## config.mk

```make
export PLATFORM = sky130hd
export DESIGN_NAME = gmc_enc
export DESIGN_NICKNAME = d
export VERILOG_FILES = /design/src/hdl/gmc_pkg.sv /design/src/hdl/gmc_enc.sv
export SDC_FILE = /design/constraint.sdc
export NUM_CORES = 1
export LEC_CHECK = 0
export ABC_CLOCK_PERIOD_IN_PS = 5330
export BUFFER_PORTS_ARGS = -buffer_cell sky130_fd_sc_hd__buf_2
export CAP_MARGIN = 40
export CORE_MARGIN = 4
export CORE_UTILIZATION = 58
export DETAILED_ROUTE_END_ITERATION = 8
export PLACE_DENSITY = 0.78
export REMOVE_ABC_BUFFERS = 1
export SYNTH_ARGS = -nofsm -noshare
export SYNTH_HDL_FRONTEND = slang
export SYNTH_SLANG_ARGS = --single-unit
```

## constraint.sdc

```tcl
create_clock -name clk -period 5.33 [get_ports clk]
set_input_delay 1.066 -clock clk [delete_from_list [all_inputs] [get_ports clk]]
set_output_delay 1.066 -clock clk [all_outputs]
set_load 0.01 [all_outputs]
```

## src/hdl/gmc_pkg.sv

```systemverilog
`default_nettype none

package gmc_pkg;

	// Field widths
	localparam int unsigned CNT_W  = 31;
	localparam int unsigned YEAR_W = 13;
	localparam int unsigned MON_W  = 4;
	localparam int unsigned DAY_W  = 5;
	localparam int unsigned HOUR_W = 5;
	localparam int unsigned MIN_W  = 6;

	// Pipeline depth, from item accept to result register
	localparam int unsigned NSTG = 10;

	typedef enum logic {
		OP_ENCODE = 1'b0,
		OP_DECODE = 1'b1
	} gmc_op_t;

	typedef struct packed {
		logic [NSTG-1:0] adv;       // stage k+1 register loads when adv[k]
		logic            out_valid;
		logic            out_op;
	} gmc_ctl_t;

	// Calendar constants
	localparam int unsigned DAYS_4Y       = 1461;
	localparam int unsigned DAY_OFFSET    = 32075;
	localparam int unsigned MIN_PER_DAY   = 1440;
	localparam int unsigned MIN_PER_HOUR  = 60;
	localparam int unsigned JD_BIAS       = 68569;
	localparam int unsigned DAYS_400Y     = 146097;
	localparam int unsigned DAYS_4000Y    = 1461001;
	localparam int unsigned MONTH_DEN     = 2447;
	localparam int unsigned MONTH_NUM     = 80;
	localparam int unsigned YEAR_SHIFT    = 6400;
	localparam int unsigned EPOCH_YEAR    = 1600;
	localparam int unsigned CENT_YEAR     = EPOCH_YEAR - 100;
	localparam int unsigned DEC_YEAR_BASE = YEAR_SHIFT - 49 * 100;
	localparam int unsigned DAY_BIAS      = 31;
	localparam int unsigned YEAR_MONTHS   = 12;
	localparam int unsigned MONTH_WRAP    = 11;
	localparam int unsigned ENC_YEAR      = 1700;
	localparam int unsigned CENTURY       = 100;
	localparam int unsigned Y400_MUL      = 4000;

	// 1440 = 45 << 5: shift first, then divide the narrower value by 45
	localparam int unsigned DAY_SHIFT = 5;
	localparam int unsigned DAY_ODD   = MIN_PER_DAY >> DAY_SHIFT;

	// Reciprocal constants: floor(C*v/D) = (v * ceil(C*2^S/D)) >> S, valid while v*D < 2^S.
	// minutes / 1440
	localparam int unsigned Q45_VW = CNT_W - DAY_SHIFT;
	localparam int unsigned Q45_S  = 32;
	localparam int unsigned Q45_MW = 27;
	localparam int unsigned Q45_PW = Q45_VW + Q45_MW;
	localparam logic [Q45_MW-1:0] Q45_M =
		Q45_MW'(((64'd1 << Q45_S) + 64'(DAY_ODD) - 64'd1) / 64'(DAY_ODD));
	// 4*l / 146097
	localparam int unsigned QN_VW = 21;
	localparam int unsigned QN_S  = 39;
	localparam int unsigned QN_MW = 24;
	localparam int unsigned QN_PW = QN_VW + QN_MW;
	localparam logic [QN_MW-1:0] QN_M =
		QN_MW'(((64'd4 << QN_S) + 64'(DAYS_400Y) - 64'd1) / 64'(DAYS_400Y));
	// 4000*(l+1) / 1461001
	localparam int unsigned QI_VW = 16;
	localparam int unsigned QI_S  = 37;
	localparam int unsigned QI_MW = 29;
	localparam int unsigned QI_PW = QI_VW + QI_MW;
	localparam logic [QI_MW-1:0] QI_M =
		QI_MW'(((64'(Y400_MUL) << QI_S) + 64'(DAYS_4000Y) - 64'd1) / 64'(DAYS_4000Y));
	// 80*l / 2447
	localparam int unsigned QJ_VW = 9;
	localparam int unsigned QJ_S  = 21;
	localparam int unsigned QJ_MW = 17;
	localparam int unsigned QJ_PW = QJ_VW + QJ_MW;
	localparam logic [QJ_MW-1:0] QJ_M =
		QJ_MW'(((64'(MONTH_NUM) << QJ_S) + 64'(MONTH_DEN) - 64'd1) / 64'(MONTH_DEN));
	// v / 100 for 13-bit v
	localparam int unsigned QY_VW = 13;
	localparam int unsigned QY_S  = 20;
	localparam int unsigned QY_MW = 14;
	localparam int unsigned QY_PW = QY_VW + QY_MW;
	localparam logic [QY_MW-1:0] QY_M =
		QY_MW'(((64'd1 << QY_S) + 64'(CENTURY) - 64'd1) / 64'(CENTURY));

	// floor(367 * (m - 2 - 12*adj) / 12) for every 4-bit month code
	function automatic logic [8:0] month_days(input logic [MON_W-1:0] m);
		logic [8:0] r;
		case (m)
			4'd0:    r = 9'd305;
			4'd1:    r = 9'd336;
			4'd2:    r = 9'd367;
			4'd3:    r = 9'd30;
			4'd4:    r = 9'd61;
			4'd5:    r = 9'd91;
			4'd6:    r = 9'd122;
			4'd7:    r = 9'd152;
			4'd8:    r = 9'd183;
			4'd9:    r = 9'd214;
			4'd10:   r = 9'd244;
			4'd11:   r = 9'd275;
			4'd12:   r = 9'd305;
			4'd13:   r = 9'd336;
			4'd14:   r = 9'd367;
			4'd15:   r = 9'd397;
			default: r = 9'd0;
		endcase
		return r;
	endfunction

	// floor(2447 * j / 80); j never exceeds 12 in decode
	function automatic logic [8:0] month_start(input logic [4:0] j);
		logic [8:0] r;
		case (j)
			5'd0:    r = 9'd0;
			5'd1:    r = 9'd30;
			5'd2:    r = 9'd61;
			5'd3:    r = 9'd91;
			5'd4:    r = 9'd122;
			5'd5:    r = 9'd152;
			5'd6:    r = 9'd183;
			5'd7:    r = 9'd214;
			5'd8:    r = 9'd244;
			5'd9:    r = 9'd275;
			5'd10:   r = 9'd305;
			5'd11:   r = 9'd336;
			5'd12:   r = 9'd367;
			default: r = 9'd0;
		endcase
		return r;
	endfunction

endpackage

`default_nettype wire

```

## src/hdl/gmc_enc.sv

```systemverilog
`default_nettype none

module gmc_enc (
	input  logic                       clk,
	input  gmc_pkg::gmc_ctl_t          ctl,
	input  logic [gmc_pkg::YEAR_W-1:0] year,
	input  logic [gmc_pkg::MON_W-1:0]  month,
	input  logic [gmc_pkg::DAY_W-1:0]  day,
	input  logic [gmc_pkg::HOUR_W-1:0] hour,
	input  logic [gmc_pkg::MIN_W-1:0]  minute,
	output logic [gmc_pkg::CNT_W-1:0]  minutes
);

	localparam int unsigned YW = gmc_pkg::YEAR_W;
	localparam int unsigned AW = YW + 1;
	localparam int unsigned PW = 24;
	localparam int unsigned DW = 25;
	localparam int unsigned CW = gmc_pkg::CNT_W;

	// Stage 1: year offsets and month term
	logic          early;
	logic [AW-1:0] a_diff, v_diff, a_mag, v_mag;

	assign early  = (month <= 4'd2);
	assign a_diff = {1'b0, year} - AW'(gmc_pkg::EPOCH_YEAR) - AW'(early);
	assign v_diff = {1'b0, year} - AW'(gmc_pkg::CENT_YEAR) - AW'(early);
	assign a_mag  = a_diff[AW-1] ? (~a_diff + AW'(1)) : a_diff;
	assign v_mag  = v_diff[AW-1] ? (~v_diff + AW'(1)) : v_diff;

	logic                       signa_s1, signv_s1;
	logic [YW-1:0]              absa_s1, absv_s1;
	logic [8:0]                 q_s1;
	logic [gmc_pkg::DAY_W-1:0]  day_s1;
	logic [gmc_pkg::HOUR_W-1:0] hour_s1;
	logic [gmc_pkg::MIN_W-1:0]  min_s1;

	always_ff @(posedge clk) begin
		if (ctl.adv[0]) begin
			signa_s1 <= a_diff[AW-1];
			signv_s1 <= v_diff[AW-1];
			absa_s1  <= a_mag[YW-1:0];
			absv_s1  <= v_mag[YW-1:0];
			q_s1     <= gmc_pkg::month_days(month);
			day_s1   <= day;
			hour_s1  <= hour;
			min_s1   <= minute;
		end
	end

	// Stage 2: 1461*|A| / 4 and |V| times the reciprocal of 100
	logic [PW-1:0] pa_full;
	assign pa_full = PW'(absa_s1) * PW'(gmc_pkg::DAYS_4Y);

	logic                          signa_s2, signv_s2;
	logic [PW-3:0]                 pa_s2;
	logic [gmc_pkg::QY_PW-1:0]     vp_s2;
	logic [8:0]                    q_s2;
	logic [gmc_pkg::DAY_W-1:0]     day_s2;
	logic [gmc_pkg::HOUR_W-1:0]    hour_s2;
	logic [gmc_pkg::MIN_W-1:0]     min_s2;

	always_ff @(posedge clk) begin
		if (ctl.adv[1]) begin
			signa_s2 <= signa_s1;
			signv_s2 <= signv_s1;
			pa_s2    <= pa_full[PW-1:2];
			vp_s2    <= gmc_pkg::QY_PW'(absv_s1) * gmc_pkg::QY_PW'(gmc_pkg::QY_M);
			q_s2     <= q_s1;
			day_s2   <= day_s1;
			hour_s2  <= hour_s1;
			min_s2   <= min_s1;
		end
	end

	// Stage 3: restore the sign of the year term, take the century count
	localparam int unsigned QYW = gmc_pkg::QY_PW - gmc_pkg::QY_S;

	logic [PW-2:0]              p_s3;
	logic [QYW-1:0]             c_s3;
	logic                       signv_s3;
	logic [8:0]                 q_s3;
	logic [gmc_pkg::DAY_W-1:0]  day_s3;
	logic [gmc_pkg::HOUR_W-1:0] hour_s3;
	logic [gmc_pkg::MIN_W-1:0]  min_s3;

	always_ff @(posedge clk) begin
		if (ctl.adv[2]) begin
			p_s3     <= signa_s2 ? (~{1'b0, pa_s2} + (PW-1)'(1)) : {1'b0, pa_s2};
			c_s3     <= vp_s2[gmc_pkg::QY_PW-1:gmc_pkg::QY_S];
			signv_s3 <= signv_s2;
			q_s3     <= q_s2;
			day_s3   <= day_s2;
			hour_s3  <= hour_s2;
			min_s3   <= min_s2;
		end
	end

	// Stage 4: day number
	logic [QYW+1:0] r3;
	logic [QYW-1:0] r;
	logic [DW-1:0]  cent_term;
	logic [DW-1:0]  days;

	assign r3        = (QYW+2)'(c_s3) * (QYW+2)'(3);
	assign r         = r3[QYW+1:2];
	assign cent_term = signv_s3 ? DW'(r) : (~DW'(r) + DW'(1));
	assign days      = {{(DW-PW+1){p_s3[PW-2]}}, p_s3} + DW'(q_s3) + DW'(day_s3)
	                 - DW'(gmc_pkg::DAY_OFFSET) + cent_term;

	logic [DW-1:0]              days_s4;
	logic [gmc_pkg::HOUR_W-1:0] hour_s4;
	logic [gmc_pkg::MIN_W-1:0]  min_s4;

	always_ff @(posedge clk) begin
		if (ctl.adv[3]) begin
			days_s4 <= days;
			hour_s4 <= hour_s3;
			min_s4  <= min_s3;
		end
	end

	// Stage 5: scale to minutes, keep the low count bits
	logic [CW-1:0] days_x;
	logic [CW-1:0] tot;

	assign days_x = {{(CW-DW){days_s4[DW-1]}}, days_s4};
	assign tot    = days_x * CW'(gmc_pkg::MIN_PER_DAY)
	              + CW'(hour_s4) * CW'(gmc_pkg::MIN_PER_HOUR) + CW'(min_s4);

	logic [CW-1:0] tot_s5, tot_s6, tot_s7, tot_s8, tot_s9, tot_s10;

	// Stages 6 to 10: hold the count alongside the decode lane
	always_ff @(posedge clk) begin
		if (ctl.adv[4]) tot_s5  <= tot;
		if (ctl.adv[5]) tot_s6  <= tot_s5;
		if (ctl.adv[6]) tot_s7  <= tot_s6;
		if (ctl.adv[7]) tot_s8  <= tot_s7;
		if (ctl.adv[8]) tot_s9  <= tot_s8;
		if (ctl.adv[9]) tot_s10 <= tot_s9;
	end

	assign minutes = tot_s10;

endmodule

`default_nettype wire

```

==> results by group <==
Final layout
  • Final net count: 2,801
  • Proportion of layout cells with a drive suffix above 1: 12.8%
  • Count of filler cells inserted in the layout: 3,035
  • Area overhead of the layout relative to synthesis: 13.3%

Setup path
  • Kind of start point of the critical path: register
  • Required @ worst endpoint: 5.63 ns
  • Maximum fanout along the worst path: 4
  • Slowest cell on the critical path: fa_2
  • Kind of end point of the critical path: register
  • Setup CP Type: register to register
  • Max stage delay on crit path: between 0.5 and 0.6 ns
  • Ordered cell list for the critical path: buf_6 -> fa_2 -> a21oi_2 -> o21bai_1 -> a21oi_1 -> o21bai_1 -> xor2_1 -> and3b_2 -> and2_4 -> ha_4 -> o21ai_2 -> fa_2 -> fa_2 -> inv_2 -> ha_4 -> ha_4 -> a21oi_2 -> o21bai_1 -> a21o_1 -> a211oi_2 -> nor2_1 -> o31a_1 -> o21a_1 -> a311o_1
  • Top Family by Delay on Critical Path: compound AO/OA/AOI/OAI gates
  • CP arrival: 5.81 ns
  • Buffers and inverters on the worst path: 2

Global route
  • Met2 capacity usage during global routing: between 30% and 40%
  • M3 GR Usage: 2.86%
  • Global-route usage over all layers: a little under a fifth
  • Vias in the first global route: 16,000
  • Most used routing layer in global routing: met2
  • Wire length of the first global-routing pass: 72.4 mm
  • Remaining global-route overflow: 0
  • Initial antenna violation count: 3
  • M1 GR Usage: 21.2%
  • Pin count of the biggest net entering global routing: 57

Floorplanning
  • Area of the core region: 43,500 sq um
  • Width of the die: between 200 and 250 um
  • Starting density of the core: 59.2%
  • Number of primary I/O pins: 77
  • Area enclosed by the die boundary: 47,800 sq um
  • Row count: 76
  • Vertical die dimension: 219 um

Logic synthesis
  • Mux cell area share after synthesis: 0.297%
  • Number of enable-type register cells in the synthesized netlist: 386
  • Top cells by area in the synthesized netlist: edfxtp_1 (45%), ha_1 (18%), fa_1 (13%)
  • Adder and majority gate portion of the synthesized area: 31.0%
  • Netlist area before placement: around 26,000 sq um
  • Predominant post-synthesis flop cell: edfxtp_1
  • Top-area cell type share of the netlist area: 45.1%
  • Main combinational cell family by area after synthesis: adder cells
  • Yosys warning total: 0
  • Share of the yosys chip area belonging to registers: about 45%
  • Simple-Gate Fraction of Synth Area: a little over 5%
  • Cell variety after synth: 66
  • Average instance area after synthesis: 12.7 sq um
  • Parity-gate share of the synthesized area counting xor and xnor cells: 5.55%
  • Gate Count Post-Synth: 2,031
  • Area fraction in compound gates after synthesis: 7.01%
  • Library cell with the largest summed area after synthesis: edfxtp_1
  • Post-synthesis async set-or-reset flop share: 0%
  • Post-synthesis sequential element count: 386

Flow run
  • Number of max-cap violations: 0

Min path
  • Class of the tightest hold or removal check: register to register

Placed design
  • Weighted congestion reported at the end of routability-driven placement: 0.883
  • Port Buffers: 74
  • Placed wire-length estimate after detailed placement: 33.0 mm

Clock network
  • Clock slew at reported path FFs: 0.06 ns
  • Clock tree buffer depth: 3
  • Source-to-sink clock delay at the later pin of the worst-skew pair: 0.56 ns
  • Clock tree from TritonCTS: built
  • Clock sink count: 386
  • CTS root buffer: clkbuf_16
  • CTS buffer count: 40
  • Cts-stage hold buffer count: 0
  • Clock H-tree levels: 2

Timing
  • Post-Route Skew: 0.0228 ns
  • Maximum frequency from static timing analysis: 182 MHz
  • Share of the clock period used by the worst path: 103%
  • Final hold violations: 0
  • Max Transition Viols Final: 0
  • Worst max-slew margin expressed relative to the limit: 49.8%
  • Unrepaired setup endpoints after global routing: yes
  • Setup TNS Final: -0.597 ns
  • Minimum clock period after layout: ~5.5 ns
  • Final worst-path setup slack: -0.174 ns
  • Final count of negative-setup-slack endpoints: 7
  • Slew @ Worst Pin: 0.753 ns

Route
  • Initial DRC Count: approximately 720
  • Total via count in the routed design: 14,900
  • Drt via density: 5.24
  • Post-route antenna net violation count: 0
  • Post-detailed-route wirelength per cell: 15.0 um
  • Remaining routing DRC violations: 0
  • Total wire length: approximately 42 mm
  • Total iterations of the first detailed-routing run: 5

Outcome
  • Outcome: complete, but fails checks
  • Violations in the final reports: setup timing
-- per-layer routing --
metal,up-vias,share of wire [%]
li1,7370,-
met1,7189,40
met2,235,54
met3,75,3.5
met4,2,2.0
met5,-,0.047
-- through the flow --
stage | cells | instance area (sq um) | hold WS, ns | utilization, % | worst slack, ns
after global routing | 2838 | 29100 | 0.411 | 67.0 | -0.368
after CTS | 2834 | 29100 | 0.405 | 66.9 | -0.110
final | 2839 | 29100 | 0.406 | 67.0 | -0.174
after global placement | 2748 | 27300 | 0.401 | 62.8 | -0.315
after detailed placement | 2749 | 27300 | 0.405 | 62.8 | -0.474
after floorplan | 2020 | 25700 | 0.400 | - | -0.158
-- repair_timing --
action	in CTS	in global routing
resized for setup	56	16
pin swaps	41	17
endpoints found under the setup margin	20	30
setup buffers	11	3
-- flip-flops by register name (all words and copies together), names as in the netlist, 6 cells and up --
register and cells:
minutes 31, tot_s5 31, tot_s6 31, tot_s7 31
tot_s8 31, tot_s9 31, days_s4 25, p_s3 23
pa_s2 22, absa_s1 13, absv_s1 12, q_s1 9
q_s2 9, q_s3 9, c_s3 7, vp_s2 7
min_s1 6, min_s2 6, min_s3 6, min_s4 6
-- layout make-up --
type | count | area [sq um] | area share [%]
antenna | 2 | 5.00 | 0.0172
multi-input combinational | 1237 | 12900 | 44.3
clock inverter | 24 | 305 | 1.05
inverter | 397 | 1490 | 5.11
timing repair buffer | 158 | 1030 | 3.54
tap | 585 | 732 | 2.51
clock buffer | 50 | 1060 | 3.64
sequential | 386 | 11600 | 39.8
-- placed cells by master, fill, tap and decap left out, types with 10 or more instances in the layout --
cell	Yosys	layout
ha_1	364	353
and3_1	15	15
nand3_1	17	17
ha_4	0	10
o21ai_1	10	11
o31ai_1	13	11
a21o_1	31	31
nand2b_1	12	12
nor3_1	15	13
buf_2	2	74
nor2b_1	12	11
a21oi_1	80	70
inv_1	397	393
nand2_1	62	62
edfxtp_1	386	386
clkbuf_16	0	41
o21ai_0	41	39
fa_1	171	166
o21a_1	16	16
nor2_1	73	69
xor2_1	37	37
a21oi_2	0	10
o21bai_1	15	15
buf_4	0	78
xnor2_1	126	125
-- cells by family (layout without fill, tap and decap cells) --
group | after synthesis | count (layout)
AND/OR/NAND/NOR | 261 | 261
other | 0 | 2
adder cells (fa/ha/maj) | 535 | 535
buffers and inverters | 408 | 629
AO/OA/AOI/OAI | 273 | 273
XOR/XNOR | 163 | 163
multiplexers | 5 | 5
flip-flops | 386 | 386
-- cell usage after synthesis, types with 16 or more instances --
cell,instances
edfxtp_1,386
fa_1,171
nand2_1,62
o21ai_0,41
xor2_1,37
a21o_1,31
o21a_1,16
a21oi_1,80
nor2_1,73
inv_1,397
nand3_1,17
xnor2_1,126
ha_1,364
-- path summary, 6_finish.rpt --
path               from     endpoint  slack (ns)  cells after the start
max             c_s3[1]  days_s4[22]       -0.17                     24
min          tot_s7[10]   tot_s8[10]        0.41                      0
max reg2reg     c_s3[1]  days_s4[22]       -0.17                     24
min reg2reg  tot_s7[10]   tot_s8[10]        0.41                      0
Power is left out: the tool's default activity adds up to more than one toggle a clock period on the data nets, which glitch-free logic cannot reach.
